--- config.mk ---
export PLATFORM = sky130hd
export DESIGN_NAME = in_order_completion_tracker
export DESIGN_NICKNAME = d
export VERILOG_FILES = /design/src/design/ioct_pkg.sv /design/src/design/ioct_ram.sv /design/src/design/ioct_front.sv /design/src/design/ioct_back.sv /design/src/design/in_order_completion_tracker.sv
export SDC_FILE = /design/constraint.sdc
export NUM_CORES = 2
export LEC_CHECK = 0
export BUFFER_PORTS_ARGS = -buffer_cell sky130_fd_sc_hd__clkbuf_2
export CAP_MARGIN = 20
export CELL_PAD_IN_SITES_DETAIL_PLACEMENT = 0
export CELL_PAD_IN_SITES_GLOBAL_PLACEMENT = 1
export CORE_ASPECT_RATIO = 2
export CORE_MARGIN = 1
export CORE_UTILIZATION = 47
export CTS_CLUSTER_DIAMETER = 40
export CTS_CLUSTER_SIZE = 25
export DETAILED_ROUTE_END_ITERATION = 10
export PLACE_DENSITY = 0.82
export SYNTH_ARGS = -nofsm -noshare
export SYNTH_HDL_FRONTEND = slang
export SYNTH_SLANG_ARGS = --single-unit
--- constraint.sdc ---
create_clock -name clk -period 19.62 [get_ports clk]
set_input_delay 3.924 -clock clk [delete_from_list [all_inputs] [get_ports clk]]
set_output_delay 3.924 -clock clk [all_outputs]
set_load 0.02 [all_outputs]
--- src/design/ioct_pkg.sv ---
// Shared constants, codes and types for the in-order completion tracker.
// No dependencies; imported by every module of the block but ioct_ram.

package ioct_pkg;

  // Id and result field widths
  localparam int ID_W      = 64;
  localparam int CNT_OUT_W = 11;
  localparam int STAT_W    = 2;

  // Done-flag slots; slot = id mod SLOTS, taken as the low id bits (power of two)
  localparam int SLOTS  = 1024;
  localparam int SLOT_W = $clog2(SLOTS);
  localparam int CNT_W  = $clog2(SLOTS + 1);

  // Depth of the queue between front and back
  localparam int FQ_DEPTH = 2;
  localparam int FQ_AW    = $clog2(FQ_DEPTH);
  localparam int FQ_CW    = $clog2(FQ_DEPTH + 1);

  // Result status codes
  localparam logic [STAT_W-1:0] STATUS_ACCEPTED = 2'd0;
  localparam logic [STAT_W-1:0] STATUS_IGNORED  = 2'd1;
  localparam logic [STAT_W-1:0] STATUS_DROPPED  = 2'd2;

  // Queued word: id plus its front-end classification
  typedef struct packed {
    logic [ID_W-1:0] id;
    logic            is_zero;
  } fe_word_t;

  // Back-end control seen by the front
  typedef struct packed {
    logic take;      // back pulls the oldest queued word this cycle
    logic clearing;  // flag memory clearing pass in progress
  } be_ctl_t;

endpackage

--- src/design/ioct_ram.sv ---
// Generic single-write, single-read RAM with registered read data.
// No dependencies.

module ioct_ram #(
  parameter int WIDTH = 1,
  parameter int DEPTH = 2
) (
  input  logic                     clk,
  input  logic                     we,
  input  logic [$clog2(DEPTH)-1:0] waddr,
  input  logic [WIDTH-1:0]         wdata,
  input  logic [$clog2(DEPTH)-1:0] raddr,
  output logic [WIDTH-1:0]         rdata
);

  logic [WIDTH-1:0] mem [DEPTH];

  // Write port
  always_ff @(posedge clk) begin
    if (we) begin
      mem[waddr] <= wdata;
    end
  end

  // Registered read port
  always_ff @(posedge clk) begin
    rdata <= mem[raddr];
  end

endmodule

--- src/design/ioct_front.sv ---
// Front end: accepts completion words, tags zero ids, queues them for the back.
// Depends on ioct_pkg.

module ioct_front import ioct_pkg::*; (
  input  logic            clk,
  input  logic            rst,
  input  logic            push,
  input  logic [ID_W-1:0] done_id,
  output logic            full,
  output logic            fe_valid,
  output fe_word_t        fe_word,
  input  be_ctl_t         be_ctl
);

  fe_word_t          q [FQ_DEPTH];
  logic [FQ_AW-1:0]  wr_ptr;
  logic [FQ_AW-1:0]  rd_ptr;
  logic [FQ_CW-1:0]  count;
  logic              wr_en;
  logic              rd_en;

  // Handshake; nothing is taken while the flag memory is being cleared
  assign full     = (count == FQ_CW'(FQ_DEPTH)) || be_ctl.clearing;
  assign wr_en    = push && !full;
  assign fe_valid = (count != '0);
  assign rd_en    = be_ctl.take && fe_valid;
  assign fe_word  = q[rd_ptr];

  // Queue storage
  always_ff @(posedge clk) begin
    if (wr_en) begin
      q[wr_ptr].id      <= done_id;
      q[wr_ptr].is_zero <= (done_id == '0);
    end
  end

  // Pointers and fill count
  always_ff @(posedge clk) begin
    if (rst) begin
      wr_ptr <= '0;
      rd_ptr <= '0;
      count  <= '0;
    end else begin
      if (wr_en) begin
        wr_ptr <= (wr_ptr == FQ_AW'(FQ_DEPTH - 1)) ? '0 : wr_ptr + 1'b1;
      end
      if (rd_en) begin
        rd_ptr <= (rd_ptr == FQ_AW'(FQ_DEPTH - 1)) ? '0 : rd_ptr + 1'b1;
      end
      unique case ({wr_en, rd_en})
        2'b10:   count <= count + 1'b1;
        2'b01:   count <= count - 1'b1;
        default: count <= count;
      endcase
    end
  end

endmodule

--- src/design/ioct_back.sv ---
// Back end: window check, done-flag update, watermark advance, result register.
// Depends on ioct_pkg and ioct_ram.

module ioct_back import ioct_pkg::*; (
  input  logic                 clk,
  input  logic                 rst,
  input  logic                 fe_valid,
  input  fe_word_t             fe_word,
  output be_ctl_t              be_ctl,
  input  logic                 pop,
  output logic                 empty,
  output logic [ID_W-1:0]      watermark,
  output logic [CNT_OUT_W-1:0] retired_count,
  output logic [STAT_W-1:0]    status
);

  typedef enum logic [5:0] {
    ST_CLEAR = 6'b000001,
    ST_IDLE  = 6'b000010,
    ST_CHECK = 6'b000100,
    ST_READ  = 6'b001000,
    ST_TEST  = 6'b010000,
    ST_DONE  = 6'b100000
  } state_t;

  state_t              state;
  logic [SLOT_W-1:0]   clr_idx;
  logic [ID_W-1:0]     wm;
  logic [ID_W-1:0]     cur_id;
  logic                cur_zero;
  logic [ID_W-1:0]     diff;
  logic                borrow;
  logic [CNT_W-1:0]    cnt;
  logic [STAT_W-1:0]   res_status;

  logic                out_valid;
  logic [ID_W-1:0]     out_wm;
  logic [CNT_W-1:0]    out_cnt;
  logic [STAT_W-1:0]   out_status;
  logic [63:0]         cnt_wide;

  logic                ram_we;
  logic [SLOT_W-1:0]   ram_waddr;
  logic                ram_wdata;
  logic [SLOT_W-1:0]   ram_raddr;
  logic                ram_rdata;

  logic                in_window;
  logic                advance;
  logic                out_load;
  logic [SLOT_W-1:0]   wm_slot;

  // One flag per slot; only slots inside the window may be set
  ioct_ram #(
    .WIDTH (1),
    .DEPTH (SLOTS)
  ) u_flags (
    .clk   (clk),
    .we    (ram_we),
    .waddr (ram_waddr),
    .wdata (ram_wdata),
    .raddr (ram_raddr),
    .rdata (ram_rdata)
  );

  assign wm_slot   = wm[SLOT_W-1:0];
  // 1 <= id - wm <= SLOTS
  assign in_window = !cur_zero && !borrow && (diff != '0) && (diff <= ID_W'(SLOTS));
  // next slot is done, step limit not reached, id space not exhausted
  assign advance   = ram_rdata && (cnt != CNT_W'(SLOTS)) && !(&wm);
  assign out_load  = (state == ST_DONE) && (!out_valid || pop);

  assign be_ctl.take     = (state == ST_IDLE) && fe_valid;
  assign be_ctl.clearing = (state == ST_CLEAR);

  // Flag memory access per state
  always_comb begin
    ram_we    = 1'b0;
    ram_waddr = wm_slot + 1'b1;
    ram_wdata = 1'b0;
    ram_raddr = wm_slot + 1'b1;
    unique case (state)
      ST_CLEAR: begin
        ram_we    = 1'b1;
        ram_waddr = clr_idx;
      end
      ST_CHECK: begin
        ram_we    = in_window;
        ram_waddr = cur_id[SLOT_W-1:0];
        ram_wdata = 1'b1;
      end
      ST_TEST: begin
        // clear the retired slot, fetch the one after it
        ram_we    = advance;
        ram_raddr = wm_slot + SLOT_W'(2);
      end
      default: begin
        ram_we = 1'b0;
      end
    endcase
  end

  // Sequencer
  always_ff @(posedge clk) begin
    if (rst) begin
      state   <= ST_CLEAR;
      clr_idx <= '0;
      wm      <= '0;
    end else begin
      unique case (state)
        ST_CLEAR: begin
          clr_idx <= clr_idx + 1'b1;
          if (clr_idx == SLOT_W'(SLOTS - 1)) begin
            state <= ST_IDLE;
          end
        end
        ST_IDLE: begin
          if (fe_valid) begin
            state <= ST_CHECK;
          end
        end
        ST_CHECK: begin
          if (in_window) begin
            state <= ST_READ;
          end else begin
            state <= ST_DONE;
          end
        end
        ST_READ: begin
          state <= ST_TEST;
        end
        ST_TEST: begin
          if (advance) begin
            wm <= wm + 1'b1;
          end else begin
            state <= ST_DONE;
          end
        end
        ST_DONE: begin
          if (out_load) begin
            state <= ST_IDLE;
          end
        end
        default: begin
          state <= ST_IDLE;
        end
      endcase
    end
  end

  // Per-word working registers
  always_ff @(posedge clk) begin
    if (be_ctl.take) begin
      cur_id           <= fe_word.id;
      cur_zero         <= fe_word.is_zero;
      {borrow, diff}   <= {1'b0, fe_word.id} - {1'b0, wm};
      cnt              <= '0;
    end
    if (state == ST_CHECK) begin
      if (cur_zero || borrow || (diff == '0)) begin
        res_status <= STATUS_IGNORED;
      end else if (!in_window) begin
        res_status <= STATUS_DROPPED;
      end else begin
        res_status <= STATUS_ACCEPTED;
      end
    end
    if ((state == ST_TEST) && advance) begin
      cnt <= cnt + 1'b1;
    end
  end

  // Result register
  always_ff @(posedge clk) begin
    if (rst) begin
      out_valid <= 1'b0;
    end else if (out_load) begin
      out_valid <= 1'b1;
    end else if (pop) begin
      out_valid <= 1'b0;
    end
  end

  always_ff @(posedge clk) begin
    if (out_load) begin
      out_wm     <= wm;
      out_cnt    <= cnt;
      out_status <= res_status;
    end
  end

  assign cnt_wide      = 64'(out_cnt);
  assign empty         = !out_valid;
  assign watermark     = out_wm;
  assign retired_count = cnt_wide[CNT_OUT_W-1:0];
  assign status        = out_status;

endmodule

--- src/design/in_order_completion_tracker.sv ---
// Top level of the in-order completion tracker: front queue plus back engine.
// Depends on ioct_pkg, ioct_front, ioct_back (and ioct_ram through the back).
//
//  channel  | handshake              | word
//  ---------+------------------------+-------------------------------------
//  input    | push / full            | done_id[63:0]
//  result   | empty / pop            | watermark[63:0], retired_count[10:0],
//           |                        | status[1:0]
//
// After reset the flag memory is cleared one slot a cycle: full stays high
// until all SLOTS (1024) slots are clear. A word then steps through idle,
// check, done if ignored or dropped; if accepted, idle, check, read, a test
// per id retired in the flag memory's read-test-clear loop, a last test and
// done. The two-word input queue keeps taking words while the back works or
// a result waits on pop; the back waits in done for a free result register.

module in_order_completion_tracker import ioct_pkg::*; (
  input  logic                 clk,
  input  logic                 rst,
  input  logic                 push,
  output logic                 full,
  input  logic [ID_W-1:0]      done_id,
  output logic                 empty,
  input  logic                 pop,
  output logic [ID_W-1:0]      watermark,
  output logic [CNT_OUT_W-1:0] retired_count,
  output logic [STAT_W-1:0]    status
);

  logic     fe_valid;
  fe_word_t fe_word;
  be_ctl_t  be_ctl;

  // Accept and classify
  ioct_front u_front (
    .clk      (clk),
    .rst      (rst),
    .push     (push),
    .done_id  (done_id),
    .full     (full),
    .fe_valid (fe_valid),
    .fe_word  (fe_word),
    .be_ctl   (be_ctl)
  );

  // Window check, flag update, retirement
  ioct_back u_back (
    .clk           (clk),
    .rst           (rst),
    .fe_valid      (fe_valid),
    .fe_word       (fe_word),
    .be_ctl        (be_ctl),
    .pop           (pop),
    .empty         (empty),
    .watermark     (watermark),
    .retired_count (retired_count),
    .status        (status)
  );

endmodule

# [Yosys cells after proc, flatten, opt, wreduce, memory -nomap -nowiden]
# Memory sizes are Yosys's and may differ from the RTL's. A register that Yosys moved wholly into a read port is not among the register bits.
# Index checks and enable logic that the tools add are counted.
[classes] add_sub_neg=10 mul=0 n_reduce_logical=29 n_eq_ne=15 n_div=0 order_cmp=1 n_bitwise=0 n_mux=24 shift=0
[ops] operator="64-bit logical NOT" n=2
[ops] operator="64-bit by 64-bit subtractor with 65-bit output" n=1
[ops] operator="64-bit by 1-bit adder with 64-bit output, second input constant" n=1
[ops] operator="64-bit by 11-bit <= comparator with 1-bit output, second input constant" n=1
[ops] operator="64-bit AND reduction" n=1
[ops] operator="64-bit nonzero test" n=1
[ops] operator="6-bit one-hot mux with 6 select lines" n=1
[ops] operator="6-bit 2-to-1 mux" n=5
[ops] operator="11-bit 2-to-1 mux" n=2
[ops] operator="10-bit by 1-bit adder with 10-bit output, second input constant" n=2
[ops] operator="10-bit one-hot mux with 2 select lines" n=1
[ops] operator="11-bit by 1-bit adder with 11-bit output, second input constant" n=1
[ops] operator="1-bit 2-to-1 mux" n=11
[ops] operator="11-bit != test, second input constant" n=1
[ops] operator="10-bit by 2-bit adder with 10-bit output, second input constant" n=1
[ops] operator="10-bit equality test, second input constant" n=1
[ops] operator="1-bit logical AND" n=10
[ops] operator="10-bit 2-to-1 mux" n=1
[ops] operator="2-bit nonzero test" n=4
[ops] operator="6-bit by 1-bit equality test with 1-bit output, second input constant" n=1
[ops] operator="6-bit by 2-bit equality test with 1-bit output, second input constant" n=1
[ops] operator="6-bit by 3-bit equality test with 1-bit output, second input constant" n=1
[ops] operator="6-bit by 4-bit equality test with 1-bit output, second input constant" n=1
[ops] operator="6-bit by 5-bit equality test with 1-bit output, second input constant" n=1
[ops] operator="15 further kinds" n=26
[word_totals] latch_bits=0 reg_bits=251 output_inout_bits=79 memories=2 elab_cells=97 input_bits=68 ram_bits=1154 romBits=0
[memory_table] name="u_back.u_flags.mem" depth=1024 width=1 read_ports=1 rd_ports_with_merged_regs=1 write_ports=1 line_no="ioct_ram.sv:16" source="logic [WIDTH-1:0] mem [DEPTH];"
[memory_table] name="u_front.q" depth=2 width=65 read_ports=1 rd_ports_with_merged_regs=1 write_ports=1 line_no="ioct_front.sv:15" source="fe_word_t q [FQ_DEPTH];"

# [Depth between registers and ports, before layout]
[depth] word_depth=7 ltp_mapped=16 ltp_nobuf=13

# [Modules after synthesis]
# A second synthesis with hierarchy kept.
[hier_totals] cells_unflattened=4675 hier_area_um2=62980.4
[modules_own_cells] mod="ioct_ram" cells_each=3112 seq_area_each_um2=30769.5 area_each_um2=44656.6 n_inst=1
[modules_own_cells] mod="ioct_back" cells_each=1313 seq_area_each_um2=6606.3 area_each_um2=13282.7 n_inst=1
[modules_own_cells] mod="ioct_front" cells_each=250 seq_area_each_um2=4003.8 area_each_um2=5041.1 n_inst=1

# [Worst setup path after synthesis]
# OpenSTA, ideal clock, no wires.
[synth_path] path_type="register to register" startpoint="register u_back.state[3]" endpoint="memory u_back.u_flags.mem[777], enable pin" slack_ns=-1.571 required_ns=19.320 path_buffers=3 setup_ns=0.300 synth_period_minus_slack_ns=21.191 t_arrival_ns=20.891 stages_incl_launch_ff=10 path_cell_list="dfxtp_1 -> clkbuf_1 -> or4_1 -> nor3_2 -> clkbuf_1 -> a221oi_1 -> nor3_1 -> nand2_1 -> clkbuf_1 -> nor2_1"
[synth_between] elab_chain_len=4 word_cells_on_any_way=7
[synth_rtl] item="start: declaration" line_no="ioct_back.sv:26" source="state_t state;"
[synth_rtl] item="start signal: assignment" line_no="ioct_back.sv:106" source="state <= ST_CLEAR;"
[synth_rtl] item="start signal: assignment" line_no="ioct_back.sv:114" source="state <= ST_IDLE;"
[synth_rtl] item="start signal: assignment" line_no="ioct_back.sv:119" source="state <= ST_CHECK;"
[synth_rtl] item="6-bit by 5-bit equality test with 1-bit output (tied with other cells)" line_no="ioct_back.sv:82" source="unique case (state)"
[synth_rtl] item="1-bit one-hot mux with 3 select lines" line_no="ioct_back.sv:82"
[synth_rtl] item="1-bit 2-to-1 mux" line_no="ioct_ram.sv:20" source="if (we) begin"
[synth_rtl] item="1-bit 2-to-1 mux (implied by the code)" line_no="ioct_ram.sv:21" source="mem[waddr] <= wdata;"
[synth_rtl] item="end: declaration" line_no="ioct_ram.sv:16"
# Parallel ways exist; a longest one is shown, timed or not.

# [Worst setup path after layout]
[layout_path] startpoint="register u_back.wm[1]" endpoint="register u_back.u_flags.rdata, read port of u_back.u_flags.mem"
[layout_between] elab_chain_len=2 word_cells_on_any_way=3
[layout_rtl] item="start: declaration" line_no="ioct_back.sv:28" source="logic [ID_W-1:0] wm;"
[layout_rtl] item="start signal: assignment" line_no="ioct_back.sv:134" source="wm <= wm + 1'b1;"
[layout_rtl] item="10-bit by 1-bit adder with 10-bit output / 10-bit by 2-bit adder with 10-bit output (equally long branches)" line_no="ioct_back.sv:81, ioct_back.sv:95"
[layout_rtl] item="10-bit 2-to-1 mux (*)" line_no="ioct_back.sv:82"
[layout_rtl] item="end: declaration" line_no="ioct_ram.sv:13" source="output logic [WIDTH-1:0] rdata"
# Every way passes the cells marked *; elsewhere a longest branch is shown, timed or not.
# A chain may end at the register's enable or synchronous reset.

==> flow_summary.json <==
{
  "reg2regPathDepth": 11,
  "antenna_found_initial": 1,
  "endpoint_kind": "flop",
  "drc_errors": 0,
  "drt_iter0_drc": 3989,
  "die-area_um2": 148000,
  "async_reset_ff_share_pct": 0,
  "switching_share_pct": 24.3,
  "grt-ovfl-total": 0,
  "r2r-end": "u_back.u_flags.rdata$_DFF_P_",
  "finClkSkew_ps": 45.5,
  "worstSetupPathType": "flop to flop",
  "yosys_register_bits": 1407,
  "grt_setup_unrepaired": "no",
  "drt-vias-per-instance": 6.14,
  "synth_adder_area_share_pct": 1.31,
  "drive_gt1_share_pct": 14.0,
  "cts_resized": 0,
  "cp.required_ps": 20290,
  "maxSlewHeadroom_pct": 18.5,
  "path_clk_slew_ps": 90,
  "critPathLaunchType": "flop",
  "postPlaceCellArea_um2": 70900,
  "crit_slowest_cell": "dfxtp_4",
  "fin_area_um2": 75300,
  "synth_top_family_by_area": "multiplexers",
  "cts_root_buffer": "clkbuf_16",
  "syn_area_um2": 68600,
  "grt_max_degree": 302,
  "fin_setup_tns_ps": 0,
  "track_usage_pct": 26.9,
  "yosys-mux-area-fraction_pct": 12.9,
  "io_pins": 147,
  "ir_worst_vdd_uv": 84.2,
  "start_util_pct": 47.5,
  "cts_buffers": 108,
  "place.gp.congestion": 0.876,
  "layout_common_cells": "edfxtp_1 (1320), nor2_1 (1207), mux2i_1 (439)",
  "whs_endpoint": "u_back.watermark[49]$_DFFE_PP_",
  "synth_nets": 5759,
  "synthXorXnorAreaFrac_pct": 1.96,
  "wl_per_cell_um": 26.6,
  "path_delay_family": "buffers and inverters",
  "synth.area.top_cells": "edfxtp_1 (58%), nor2_1 (6.6%), mux2i_1 (6.4%)",
  "status": "finished clean",
  "num_rows": 197,
  "syn2layout_area_growth_pct": 9.84,
  "power.internal_w": 0.00449,
  "port_buffers": 146,
  "grt_pass1_wl_mm": 291,
  "synth_area_per_cell_um2": 12.2,
  "final_common_cell": "edfxtp_1",
  "holdCritPathClass": "flop to flop",
  "yosysUniqueCellTypes": 86,
  "min_from": "u_back.wm[49]$_SDFFE_PP0P_",
  "pwr-share-comb_pct": 4.1,
  "die-width_um": 272,
  "clock-sinks": 1407,
  "synth_edf_count": 1320,
  "via_count": 46300,
  "path_cells": "buf_4, buf_4, buf_4, buf_4, mux2i_1, mux4_2, a211oi_1, nor3_1, nor4_1, o2111ai_1, nand4_1",
  "finalWirelength_mm": 201,
  "yosys_warnings": 0,
  "cp.arrival_ps": 7110,
  "cts_hold_buf": 0,
  "dr.pass1.iters": 5,
  "cp_common_cell": "buf_4",
  "cts_max_level": 3,
  "hold_viol_final": 0,
  "cts_setup_buffers": 0,
  "cp_num_buf_inv": 4,
  "r2r_slack_ps": 13180,
  "synth-simple-area-share_pct": 12.9,
  "place_inst": 7318,
  "synth_compound_area_share_pct": 7.23,
  "period_needed_ps": 6440,
  "power_density_nw_per_um2": 78.8,
  "min_path_cells": 0,
  "finalNonFillerCells": 7543,
  "ys_seq_area_share_pct": 60.3,
  "seqPwrFrac_pct": 55.1,
  "drv_cap": 0,
  "clk_latency_ps": 760,
  "ant_nets": 0,
  "p_clk_share_pct": 40.8,
  "grt_pass1_vias": 46700,
  "critical_path.max_stage_delay_ps": 900,
  "p_leak_nw": 21.1,
  "maxSlewViolCount": 0,
  "nNetsFinal": 5697,
  "core_um2": 144000,
  "fmax_mhz": 155,
  "clockBufferDepth": 3,
  "synth_top_area_share_pct": 57.8,
  "ys.flop_type": "edfxtp_1",
  "die_height_um": 542,
  "rr_startpoint": "u_back.wm[1]$_SDFFE_PP0P_",
  "synth_top_area_cell": "edfxtp_1",
  "syn_inst": 5620,
  "dpl.hpwl_mm": 125,
  "setup_viol": 0,
  "cts_tree": "built",
  "tightestPinTransition_ps": 1210,
  "p_sw_w": 0.00144,
  "fin_crit_sh_pct": 32.8,
  "critPathMaxFanout": 52
}
## worst max path at each step
stage                     slack (ps)                                end  cells after the start                          from
after detailed placement       13220       u_back.u_flags.rdata$_DFF_P_                     11     u_back.wm[1]$_SDFFE_PP0P_
after global routing           12960       u_back.u_flags.rdata$_DFF_P_                     13     u_back.wm[1]$_SDFFE_PP0P_
final                          13180       u_back.u_flags.rdata$_DFF_P_                     11     u_back.wm[1]$_SDFFE_PP0P_
after CTS                      13230       u_back.u_flags.rdata$_DFF_P_                     11     u_back.wm[1]$_SDFFE_PP0P_
after global placement         13340       u_back.u_flags.rdata$_DFF_P_                     11     u_back.wm[1]$_SDFFE_PP0P_
after floorplan                 8410  u_back.u_flags.mem[777]$_DFFE_PP_                      9  u_back.state[3]$_SDFFE_PP0P_
## cells by family (layout without fill, tap and decap cells)
logic type                 count (synthesis)  in the layout
AOI/OAI and AO/OA                        719            719
xor gates and xnor gates                 151            151
adders and majority gates                 71             71
buffers and inverters                    539            571
DFF                                     1407           1407
muxes                                    688            688
other                                      0              1
and+or+nand+nor                         2045           2045
## metal layers
layer	track usage (%)	wire (µm)
met5	0	0
met4	21.9	18500
met3	3.35	12200
met2	49.5	105000
met1	27.0	64700
## cell type report
class	instances	area, µm²
Clock inverter	91	1210
Clock buffer	113	2740
Tap cell	1890	2360
Antenna cell	1	2.50
Multi-Input combinational cell	3674	25100
Fill cell	12500	69100
Inverter	98	369
Timing Repair Buffer	269	2110
Sequential cell	1407	41400
## registers in the layout, summed over array words and instances (netlist names), named ones only
signal,cells
u_back.wm,64
u_front.wr_ptr,1
u_back.status,2
u_back.watermark,64
u_back.clr_idx,10
u_back.diff,64
u_back.res_status,2
u_front.q,130
u_back.borrow,1
u_back.u_flags.rdata,1
u_back.retired_count,11
u_back.cur_zero,1
u_back.u_flags.mem,1024
u_front.rd_ptr,1
u_back.cnt,11
u_back.out_valid,1
u_back.cur_id,10
u_front.count,2
u_back.state,6
## worst reg2reg max path: cells and delay by family, from the launching register on
family / cells / cell delay [ps]
compound gates: 2 / 630
buf+inv: 4 / 3190
flops: 1 / 900
mux: 2 / 710
simple gates: 3 / 940
## synthesized netlist by cell type, drive strengths merged, types with 70 or more instances
cell / instances
nor2b: 114
edfxtp: 1320
clkbuf: 235
a211oi: 171
nor2: 1216
mux2: 104
a21oi: 158
ha: 70
dfxtp: 87
xnor2: 124
nand2: 332
mux2i: 439
mux4: 145
inv: 97
o21ai: 97
nand3: 95
buf: 206
## power groups by stage
stage	registers, W	clock network, W	logic (W)
floorplan	0.00333	0	0.000143
global placement	0.00334	0	0.000236
detailed placement	0.00334	0	0.000239
CTS	0.00327	0.00245	0.000240
global route	0.00327	0.00254	0.000257
finish	0.00327	0.00242	0.000244
## per-stage QoR
stage	worst slack, ps	hold slack (ps)	utilization [%]	total power, W
floorplan	8410	400	-	0.00348
global placement	13340	432	49.0	0.00357
detailed placement	13220	428	49.1	0.00358
CTS	13230	437	51.8	0.00596
global route	12960	455	52.2	0.00607
finish	13180	437	52.2	0.00593
Power figures use the tool's default switching activity.
